<file path="src/sv/ps2mc_pkg.sv">
// Shared types and constants for the PS/2 mouse packet cursor block.
package ps2mc_pkg;

    localparam int SizeBits = 14;
    localparam int DeltaBits = 9;
    localparam int ButtonBits = 3;

    localparam logic [SizeBits-1:0] DefaultLimitX = 14'd1023;
    localparam logic [SizeBits-1:0] DefaultLimitY = 14'd767;
    localparam logic [SizeBits-1:0] ResetPosX = 14'd512;
    localparam logic [SizeBits-1:0] ResetPosY = 14'd384;

    localparam logic [7:0] SyncMask = 8'h08;
    localparam logic [7:0] OverflowMask = 8'hC0;

    // Configuration register indexes.
    localparam logic REG_SCREEN_WIDTH = 1'b0;
    localparam logic REG_SCREEN_HEIGHT = 1'b1;

    typedef enum logic [1:0] {
        EV_STORED    = 2'd0,
        EV_APPLIED   = 2'd1,
        EV_SYNC_DROP = 2'd2,
        EV_OVF_DROP  = 2'd3
    } event_t;

    typedef struct packed {
        event_t                  ev;
        logic                    apply;
        logic [DeltaBits-1:0]    dx;
        logic [DeltaBits-1:0]    dy;
        logic [ButtonBits-1:0]   buttons;
    } step_t;

endpackage

</file>
<file path="src/sv/ps2mc_frame.sv">
// Packet framing: tracks the byte position and holds the flag and X bytes.
module ps2mc_frame (
    input  logic                 clk,
    input  logic                 rst_n,
    input  logic                 step,
    input  logic [7:0]           rx_byte,
    output ps2mc_pkg::step_t     result
);

    typedef enum logic [2:0] {
        POS_FLAG   = 3'b001,
        POS_XDELTA = 3'b010,
        POS_YDELTA = 3'b100
    } pos_t;

    pos_t       pos_reg, pos_next;
    logic [7:0] flag_reg, flag_next;
    logic [7:0] xdelta_reg, xdelta_next;

    always_comb
    begin
        pos_next = pos_reg;
        flag_next = flag_reg;
        xdelta_next = xdelta_reg;
        result.ev = ps2mc_pkg::EV_STORED;
        result.apply = 1'b0;
        result.dx = {flag_reg[4], xdelta_reg};
        result.dy = {flag_reg[5], rx_byte};
        result.buttons = flag_reg[ps2mc_pkg::ButtonBits-1:0];
        case (pos_reg)
            POS_FLAG:
            begin
                if ((rx_byte & ps2mc_pkg::SyncMask) == 8'h00)
                begin
                    result.ev = ps2mc_pkg::EV_SYNC_DROP;
                end
                else
                begin
                    flag_next = rx_byte;
                    pos_next = POS_XDELTA;
                end
            end
            POS_XDELTA:
            begin
                xdelta_next = rx_byte;
                pos_next = POS_YDELTA;
            end
            default:
            begin
                // Third byte completes the packet.
                pos_next = POS_FLAG;
                if ((flag_reg & ps2mc_pkg::OverflowMask) != 8'h00)
                begin
                    result.ev = ps2mc_pkg::EV_OVF_DROP;
                end
                else
                begin
                    result.ev = ps2mc_pkg::EV_APPLIED;
                    result.apply = 1'b1;
                end
            end
        endcase
    end

    always_ff @(posedge clk or negedge rst_n)
    begin
        if (!rst_n)
        begin
            pos_reg <= POS_FLAG;
            flag_reg <= 8'h00;
            xdelta_reg <= 8'h00;
        end
        else if (step)
        begin
            pos_reg <= pos_next;
            flag_reg <= flag_next;
            xdelta_reg <= xdelta_next;
        end
    end

endmodule

</file>
<file path="src/sv/ps2mc_axis.sv">
// One cursor axis: applies a signed delta and clamps to the screen limit.
module ps2mc_axis #(
    parameter int COORD_BITS = 13
) (
    input  logic [COORD_BITS-1:0]              pos,
    input  logic [ps2mc_pkg::DeltaBits-1:0]    delta,
    input  logic                               subtract,
    input  logic [ps2mc_pkg::SizeBits-1:0]     size,
    input  logic [ps2mc_pkg::SizeBits-1:0]     default_limit,
    output logic [COORD_BITS-1:0]              new_pos
);

    localparam int SumW = COORD_BITS + 2;
    localparam int LimW = (COORD_BITS > ps2mc_pkg::SizeBits) ? COORD_BITS
                                                              : ps2mc_pkg::SizeBits;

    logic signed [SumW-1:0] pos_ext;
    logic signed [SumW-1:0] delta_ext;
    logic signed [SumW-1:0] sum;
    logic [ps2mc_pkg::SizeBits-1:0] lim_raw;
    logic [LimW-1:0] lim_wide;
    logic [LimW-1:0] coord_max;
    logic [COORD_BITS-1:0] lim;

    always_comb
    begin
        pos_ext = $signed({2'b00, pos});
        delta_ext = $signed({{(SumW-ps2mc_pkg::DeltaBits){delta[ps2mc_pkg::DeltaBits-1]}},
                             delta});
        sum = subtract ? (pos_ext - delta_ext) : (pos_ext + delta_ext);

        lim_raw = (size == '0) ? default_limit : (size - 1'b1);
        lim_wide = LimW'(lim_raw);
        coord_max = LimW'({COORD_BITS{1'b1}});
        // A limit beyond the coordinate range saturates to the largest coordinate.
        lim = (lim_wide > coord_max) ? {COORD_BITS{1'b1}} : lim_wide[COORD_BITS-1:0];

        if (sum[SumW-1])
            new_pos = '0;
        else if (sum[COORD_BITS:0] > {1'b0, lim})
            new_pos = lim;
        else
            new_pos = sum[COORD_BITS-1:0];
    end

endmodule

</file>
<file path="src/sv/ps2_mouse_packet_cursor.sv">
// PS/2 mouse packet decoder with a clamped cursor: top level.
//
// Takes one mouse byte per request and returns one result per byte carrying
// the cursor, buttons and an event code. Each byte is captured in an input
// register and decoded from there, and the result of the decode stage
// lands in the output register. A new byte is taken every cycle while the
// output side keeps up. Packet state and the cursor are
// updated in the decode stage, so consecutive bytes see each other's effect.
// Screen size registers should be written while no request is in flight.
module ps2_mouse_packet_cursor #(
    parameter int COORD_BITS = 13
) (
    input  logic                                clk,
    input  logic                                rst_n,
    input  logic                                cfg_we,
    input  logic                                cfg_index,
    input  logic [ps2mc_pkg::SizeBits-1:0]      cfg_data,
    input  logic                                in_valid,
    output logic                                in_stall,
    input  logic [7:0]                          rx_byte,
    output logic                                out_valid,
    input  logic                                out_stall,
    output logic [COORD_BITS-1:0]               cursor_x,
    output logic [COORD_BITS-1:0]               cursor_y,
    output logic [ps2mc_pkg::ButtonBits-1:0]    button_bits,
    output logic [ps2mc_pkg::ButtonBits-1:0]    previous_buttons,
    output logic [1:0]                          event_code
);

    logic [ps2mc_pkg::SizeBits-1:0] width_reg;
    logic [ps2mc_pkg::SizeBits-1:0] height_reg;

    logic       s1_valid_reg;
    logic [7:0] s1_byte_reg;

    logic out_valid_reg;
    logic [COORD_BITS-1:0] out_x_reg, out_y_reg;
    logic [ps2mc_pkg::ButtonBits-1:0] out_btn_reg, out_prev_reg;
    ps2mc_pkg::event_t out_ev_reg;

    logic [COORD_BITS-1:0] pos_x_reg, pos_y_reg;
    logic [ps2mc_pkg::ButtonBits-1:0] btn_now_reg, btn_before_reg;

    logic s2_adv;
    logic in_accept;
    logic step;
    ps2mc_pkg::step_t res;
    logic [COORD_BITS-1:0] new_x, new_y;
    logic [COORD_BITS-1:0] pos_x_next, pos_y_next;
    logic [ps2mc_pkg::ButtonBits-1:0] btn_now_next, btn_before_next;

    assign s2_adv = !out_valid_reg || !out_stall;
    assign in_stall = s1_valid_reg && !s2_adv;
    assign in_accept = in_valid && !in_stall;
    assign step = s1_valid_reg && s2_adv;

    always_ff @(posedge clk or negedge rst_n)
    begin
        if (!rst_n)
        begin
            width_reg <= '0;
            height_reg <= '0;
        end
        else if (cfg_we)
        begin
            if (cfg_index == ps2mc_pkg::REG_SCREEN_WIDTH)
                width_reg <= cfg_data;
            else if (cfg_index == ps2mc_pkg::REG_SCREEN_HEIGHT)
                height_reg <= cfg_data;
        end
    end

    always_ff @(posedge clk or negedge rst_n)
    begin
        if (!rst_n)
            s1_valid_reg <= 1'b0;
        else if (in_accept)
            s1_valid_reg <= 1'b1;
        else if (s2_adv)
            s1_valid_reg <= 1'b0;
    end

    always_ff @(posedge clk)
    begin
        if (in_accept)
            s1_byte_reg <= rx_byte;
    end

    ps2mc_frame u_frame (
        .clk     (clk),
        .rst_n   (rst_n),
        .step    (step),
        .rx_byte (s1_byte_reg),
        .result  (res)
    );

    ps2mc_axis #(.COORD_BITS(COORD_BITS)) u_axis_x (
        .pos           (pos_x_reg),
        .delta         (res.dx),
        .subtract      (1'b0),
        .size          (width_reg),
        .default_limit (ps2mc_pkg::DefaultLimitX),
        .new_pos       (new_x)
    );

    // PS/2 Y grows upward while screen rows grow downward.
    ps2mc_axis #(.COORD_BITS(COORD_BITS)) u_axis_y (
        .pos           (pos_y_reg),
        .delta         (res.dy),
        .subtract      (1'b1),
        .size          (height_reg),
        .default_limit (ps2mc_pkg::DefaultLimitY),
        .new_pos       (new_y)
    );

    always_comb
    begin
        pos_x_next = pos_x_reg;
        pos_y_next = pos_y_reg;
        btn_now_next = btn_now_reg;
        btn_before_next = btn_before_reg;
        if (res.apply)
        begin
            pos_x_next = new_x;
            pos_y_next = new_y;
            btn_now_next = res.buttons;
            btn_before_next = btn_now_reg;
        end
    end

    always_ff @(posedge clk or negedge rst_n)
    begin
        if (!rst_n)
        begin
            pos_x_reg <= COORD_BITS'(ps2mc_pkg::ResetPosX);
            pos_y_reg <= COORD_BITS'(ps2mc_pkg::ResetPosY);
            btn_now_reg <= '0;
            btn_before_reg <= '0;
        end
        else if (step)
        begin
            pos_x_reg <= pos_x_next;
            pos_y_reg <= pos_y_next;
            btn_now_reg <= btn_now_next;
            btn_before_reg <= btn_before_next;
        end
    end

    always_ff @(posedge clk or negedge rst_n)
    begin
        if (!rst_n)
            out_valid_reg <= 1'b0;
        else if (s2_adv)
            out_valid_reg <= s1_valid_reg;
    end

    always_ff @(posedge clk)
    begin
        if (step)
        begin
            out_x_reg <= pos_x_next;
            out_y_reg <= pos_y_next;
            out_btn_reg <= btn_now_next;
            out_prev_reg <= btn_before_next;
            out_ev_reg <= res.ev;
        end
    end

    assign out_valid = out_valid_reg;
    assign cursor_x = out_x_reg;
    assign cursor_y = out_y_reg;
    assign button_bits = out_btn_reg;
    assign previous_buttons = out_prev_reg;
    assign event_code = out_ev_reg;

endmodule

</file>
<file path="config.mk">
export PLATFORM = sky130hd
export DESIGN_NAME = ps2_mouse_packet_cursor
export DESIGN_NICKNAME = d
export VERILOG_FILES = /design/src/sv/ps2mc_pkg.sv /design/src/sv/ps2mc_frame.sv /design/src/sv/ps2mc_axis.sv /design/src/sv/ps2_mouse_packet_cursor.sv
export SDC_FILE = /design/constraint.sdc
export NUM_CORES = 1
export LEC_CHECK = 0
export BUFFER_PORTS_ARGS = -buffer_cell sky130_fd_sc_hd__buf_2
export CAP_MARGIN = 20
export CORE_MARGIN = 5
export CORE_UTILIZATION = 50
export CTS_CLUSTER_SIZE = 16
export DETAILED_ROUTE_END_ITERATION = 12
export PLACE_DENSITY = 0.71
export RECOVER_POWER = 25
export SYNTH_ARGS = -nofsm -noshare
export SYNTH_HDL_FRONTEND = slang
export SYNTH_SLANG_ARGS = --single-unit
</file>
<file path="constraint.sdc">
create_clock -name clk -period 3.92 [get_ports clk]
set_clock_uncertainty 0.1 [all_clocks]
set_input_delay 0.392 -clock clk [delete_from_list [all_inputs] [get_ports clk]]
set_output_delay 0.392 -clock clk [all_outputs]
set_load 0.01 [all_outputs]
</file>
==> run_results.csv, run 1 <==
group,metric,value,unit
synthesis,synthFlopType,"dfrtp_1",
floorplanning,io_pins,64,
grt,gr-total-overflow,0,
run_status,failed_checks,"max-capacitance violations, max-slew violations, negative setup slack",
synthesis,muxShareOfSynthArea,0.0922,
timing,finalCritPeriodShare,1.06,
timing,worst_slack,-0.228,ns
critical_path,required,3.97,ns
critical_path,critPathLaunchType,"register",
timing,maxSlewViolCount,64,
synthesis,synthArstFlopShare,0.656,
timing,worst_pin_slew,1.61,ns
timing,setup_viol,45,
clock_network,cts_sinks,122,
grt,antenna_found_initial,0,
floorplanning,die_h,136,um
placement,io_buffers,63,
layout,nets,1035,
detailed_routing,vias_per_cell,5.86,
layout,drive_above_1_share,0.397,
clock_network,insertion_delay,0.43,ns
grt,grt_first_pass_wirelength,32.8,mm
timing,fin_crit,4.15,ns
run_status,status,"finished, violations left",
detailed_routing,dr.max_layer_used,"met4",
synthesis,synth_top_family_by_area,"compound AO/OA/AOI/OAI gates",
layout,fin_util,0.678,
detailed_routing,wl_met3,1.17,mm
grt,grt_max_degree,64,
synthesis,synth_adder_area_share,0.0968,
detailed_routing,post_drt_wl_per_cell,18.6,um
synthesis,syn_area_per_cell,10.1,um^2
critical_path,setup.worst_path.end_class,"register",
detailed_routing,met2_length,10.3,mm
critical_path,worstSetupPathType,"register to register",
clock_network,tritoncts,"yes",
critical_path,worstRegToRegCells,16,
floorplanning,core_area,0.0157,mm^2
placement,hpwlAfterDp,14.3,mm
detailed_routing,final_antenna_net_count,0,
synthesis,synth_cell_types,74,
synthesis,yosys_warnings,0,
layout,diodes,0,
synthesis,ys_seq_elements,122,
timing,slew_headroom,-0.0732,
layout,syn_to_final_growth,34.6,%
floorplanning,die_width,136,um
synthesis,synth-compound-area-share,0.167,
floorplanning,num_rows,46,
grt,grt_pass1_vias,6390,
detailed_routing,postRouteWirelength,21.8,mm
floorplanning,initial_core_util,0.503,
clock_network,clock_path_buffers,2,
detailed_routing,drt_iter0_markers,602,
synthesis,synth_xor_area_frac,0.0429,
flow_run,maxCapViolCount,1,
clock_network,cts_buffers,17,
synthesis,ys_seq_area_frac,0.413,
placement,routabilityCongestion,0.948,
detailed_routing,drt_first_pass_iters,5,
floorplanning,die_area,0.0184,mm^2
synthesis,synth_simple_gate_area_frac,0.154,
synthesis,syn_area,0.00791,mm^2
detailed_routing,vias,6887,
grt,track_usage,0.227,
timing,rsz0062_at_grt,"true",
detailed_routing,met1Wirelength,9.90,mm
timing,fmax,241,MHz
hold_path,min_path_cells,1,
synthesis,syn-num-nets,868,
placement,pre_cts_ws,-0.286,ns
critical_path,crit_fanout,6,
clock_network,cts_root_buf,"clkbuf_16",
timing,hold_violations,0,
critical_path,arrival,4.20,ns
clock_network,htree_levels,4,
detailed_routing,drt_drc_violations_left,0,
synthesis,synth_edf_count,42,
clock_network,path_clk_slew,0.06,ns
hold_path,hold_path.class,"input port to register",
synthesis,syn_inst,780,
-- layer usage --
layer | vias to the layer above | global-route usage
met1 | 3410 | 0.323
li1 | 3197 | -
met3 | 46 | 0.0468
met5 | - | 0
met2 | 234 | 0.348
met4 | 0 | 0.0778
-- metrics by stage --
| stage | area (um^2) | hold slack [ns] | std cells | setup TNS, ns |
|---|---|---|---|---|
| 2_1_floorplan | 7910 | -0.00359 | 780 | 0 |
| 4_1_cts | 9900 | 0.0300 | 1159 | -0.105 |
| 5_1_grt | 10600 | 0.0250 | 1176 | -12.24 |
| 3_3_place_gp | 9010 | 0.353 | 1114 | -5.75 |
| 3_5_place_dp | 9010 | 0.363 | 1114 | -6.84 |
| 6_report | 10600 | 0.0373 | 1176 | -4.78 |
-- cells in the final DEF, fill, tap and decap left out, drive strengths merged, types with 3 or more instances in the layout --
master,count
a21o,15
buf,168
a21oi,35
dfrtp,76
dfstp,4
or4,4
ha,58
mux2,47
clkinv,5
o21ai,20
o31ai,50
nor4b,3
o211ai,5
edfxtp,42
and2,3
nor2,48
nand2,104
nand2b,10
inv,44
mux2i,20
nor3,23
nor2b,5
a31oi,9
clkinvlp,5
xor2,14
nand4,5
nor4,10
xnor2,23
a211oi,8
o21a,5
and3,3
or3,4
a21boi,9
nand3,19
o31a,3
o41ai,3
clkbuf,22
-- cells by family (layout without fill, tap and decap cells) --
| kind of cell | count (synthesis) | count (layout) |
|---|---|---|
| adders and majority gates | 60 | 60 |
| and+or+nand+nor | 246 | 246 |
| DFF | 122 | 122 |
| xor gates and xnor gates | 37 | 37 |
| AOI/OAI and AO/OA | 181 | 181 |
| buffers and inverters | 67 | 247 |
| muxes | 67 | 67 |
-- cells in the mapped netlist, drive strengths merged (14+ instances only) --
library cell | instances | area (um^2)
a21o | 15 | 113
a21oi | 35 | 175
clkbuf | 17 | 63.8
dfrtp | 76 | 1900
edfxtp | 42 | 1260
ha | 58 | 726
inv | 41 | 154
mux2 | 47 | 529
mux2i | 20 | 200
nand2 | 104 | 395
nand3 | 19 | 95.1
nor2 | 48 | 198
nor3 | 23 | 141
o21ai | 20 | 104
o31ai | 50 | 385
xnor2 | 23 | 209
xor2 | 14 | 130
-- path summary, 6_finish.rpt --
path	from	end	slack, ns
worst max-delay path	s1_byte_reg[0]$_DFFE_PP_	cursor_y[3]$_DFFE_PP_	-0.23
worst min-delay path	rx_byte[6]	s1_byte_reg[6]$_DFFE_PP_	0.04
worst max register to register	s1_byte_reg[0]$_DFFE_PP_	cursor_y[3]$_DFFE_PP_	-0.23
worst min register to register	btn_before_reg[0]$_DFFE_PN0P_	btn_before_reg[0]$_DFFE_PN0P_	0.38
max in group asynchronous	rst_n	pos_x_reg[9]$_DFFE_PN1P_	1.83
min in group asynchronous	rst_n	width_reg[12]$_DFFE_PN0P_	0.80
-- cell type report --
| type | count | area (um^2) |
|---|---|---|
| Clock buffer | 18 | 429 |
| Tap cell | 216 | 270 |
| Inverter | 42 | 158 |
| Timing Repair Buffer | 173 | 1230 |
| Clock inverter | 14 | 146 |
| Fill cell | 1123 | 5060 |
| Sequential cell | 122 | 3270 |
| Multi-Input combinational cell | 591 | 5140 |
-- worst max-delay path, stage by stage (launching register included) --
cell and delay (ns):
edfxtp_1 0.45, ha_2 0.24, fa_2 0.36, nand2b_4 0.19, a21oi_4 0.17, o31ai_2 0.10, a31oi_2 0.26, xnor2_1 0.18
ha_1 0.32, a21oi_1 0.22, nand3_1 0.14, nor2_1 0.17, a21oi_2 0.09, a211oi_4 0.25, buf_6 0.25, mux2i_4 0.32
o31ai_2 0.08
-- what timing repair did --
action,in CTS,in global routing
hold buffers,1,0
hold endpoints to repair,54,0
cloned,0,1
resized for setup,47,109
endpoints found under the setup margin,50,52
setup buffers,12,18
pin swaps,25,60
Power of run 1 is left out: the tool's default activity adds up to more than one toggle a clock period on the data nets, which glitch-free logic cannot reach.
==> run 2: changes to the inputs <==
Settings changed: GPL_TIMING_DRIVEN set to 0, SETUP_SLACK_MARGIN set to 0.3.
==> run 2 against run 1 <==
The run ends with negative setup slack left. Worst setup slack worse by 0.11 ns. Count of clock-buffer cells in the layout is 3 higher. Maximum frequency is 2.5% lower. Sequential share of layout area is 0.65 points higher. Cell area is 2.0% lower. Hold slack better by 0.0064 ns. Register-to-register slack worse by 0.11 ns. Final cell count is 2.6% lower. Wire length is 3.4% higher. Critical path depth is 2 lower. Critical endpoint is now cursor_x[5]$_DFFE_PP_. Highest routed layer is now met5.
==> run_results.csv, run 2 (synthesis results as in run 1) <==
group,metric,value,unit
run_status,status,"finished, violations left",
run_status,failed_checks,"negative setup slack",
timing,slew_headroom,0.0219,
placement,hpwlAfterDp,14.3,mm
grt,track_usage,0.235,
floorplanning,core_area,0.0157,mm^2
critical_path,path_buf_inv,1,
timing,hold_violations,0,
grt,gr-total-overflow,0,
clock_network,tritoncts,"yes",
floorplanning,io_pins,64,
layout,diodes,0,
grt,antenna_found_initial,1,
timing,worst_slack,-0.336,ns
timing,rsz0062_at_grt,"true",
critical_path,critPathLaunchType,"register",
detailed_routing,drt_first_pass_iters,5,
detailed_routing,post_drt_wl_per_cell,19.7,um
layout,drive_above_1_share,0.361,
timing,fin_crit,4.26,ns
detailed_routing,postRouteWirelength,22.6,mm
critical_path,path_cells,"ha_1 > nand3_1 > o211ai_1 > nor4_1 > or3_1 > xnor2_1 > ha_1 > nand4_1 > nor2_4 > o21ai_4 > a31o_4 > clkbuf_16 > a21o_1 > a31oi_1",
flow_run,maxCapViolCount,0,
clock_network,clock_path_buffers,2,
critical_path,cpLargestDelayFamily,"simple AND/OR/NAND/NOR gates",
grt,grt_pass1_vias,6518,
clock_network,cts_sinks,122,
critical_path,worstSetupPathType,"register to register",
critical_path,slowest_delay,0.55,ns
critical_path,worst_path_most_repeated_cell,"ha_1",
critical_path,required,4.07,ns
floorplanning,die_area,0.0184,mm^2
timing,maxSlewViolCount,0,
timing,worst_pin_slew,1.47,ns
clock_network,htree_levels,4,
grt,grt_max_degree,56,
timing,setup_viol,51,
floorplanning,die_h,136,um
timing,finalCritPeriodShare,1.09,
grt,grt_first_pass_wirelength,33.5,mm
placement,io_buffers,63,
critical_path,slowest_stage,"xnor2_1",
clock_network,insertion_delay,0.43,ns
clock_network,cts_buffers,17,
detailed_routing,vias,6801,
layout,nets,1004,
detailed_routing,vias_per_cell,5.94,
critical_path,setup.worst_path.end_class,"register",
timing,finalHoldWorstSlack,0.0437,ns
layout,final_common_cell,"nand2_1",
hold_path,hold_path.class,"input port to register",
placement,routabilityCongestion,0.934,
layout,layout_common_cells,"nand2_1 (97), dfrtp_1 (75), buf_2 (66)",
critical_path,crit_fanout,8,
detailed_routing,final_antenna_net_count,0,
layout,syn_to_final_growth,31.9,%
detailed_routing,drt_iter0_markers,518,
placement,pre_cts_ws,-0.362,ns
floorplanning,initial_core_util,0.503,
detailed_routing,drt_drc_violations_left,0,
critical_path,arrival,4.41,ns
clock_network,path_clk_slew,0.06,ns
floorplanning,num_rows,46,
timing,fmax,235,MHz
clock_network,cts_root_buf,"clkbuf_16",
floorplanning,die_width,136,um
[run 2: per-layer routing]
| layer | GRT usage | up-vias | share of wire |
|---|---|---|---|
| li1 | - | 3149 | - |
| met1 | 0.313 | 3326 | 0.43 |
| met2 | 0.374 | 265 | 0.47 |
| met3 | 0.0557 | 59 | 0.064 |
| met4 | 0.0851 | 2 | 0.032 |
| met5 | 0 | - | 0.00058 |
[run 2: final cells by class]
type	instances	area [um^2]
flip-flops and latches	122	3270
clock buffers	21	472
clock inverters	11	131
plain buffers	25	129
well taps	216	270
repair buffers	116	772
multi-input cells	592	5230
inverters	42	161
fillers	1114	5280
[run 2: path summary, 6_finish.rpt]
check | start | depth (start not counted) | slack [ns] | endpoint
max | pos_x_reg[2]$_DFFE_PN0P_ | 14 | -0.34 | cursor_x[5]$_DFFE_PP_
min in group asynchronous | rst_n | 2 | 0.75 | btn_before_reg[2]$_DFFE_PN0P_
min reg2reg | btn_before_reg[2]$_DFFE_PN0P_ | 2 | 0.37 | btn_before_reg[2]$_DFFE_PN0P_
max reg2reg | pos_x_reg[2]$_DFFE_PN0P_ | 14 | -0.34 | cursor_x[5]$_DFFE_PP_
max in group asynchronous | rst_n | 3 | 0.84 | u_frame.flag_reg[4]$_DFFE_PN0P_
min | rx_byte[4] | 1 | 0.04 | s1_byte_reg[4]$_DFFE_PP_
[run 2: timing repair]
item,in CTS,in global routing
setup buffers,34,14
hold buffers,1,0
hold endpoints to repair,22,0
gates cloned,3,0
endpoints found under the setup margin,52,52
pin swaps,50,38
gates resized for setup,88,67
[run 2: stage by stage]
stage / area, um^2 / util / instances / setup TNS [ns]
after CTS: 9970 / 0.635 / 1130 / -1.30
after detailed placement: 8600 / 0.548 / 1060 / -7.70
after global placement: 8570 / 0.546 / 1059 / -10.40
after floorplan: 7990 / - / 780 / 0
after global routing: 10400 / 0.664 / 1145 / -14.32
final: 10400 / 0.664 / 1145 / -8.30
Power of run 2 is left out for the same reason.
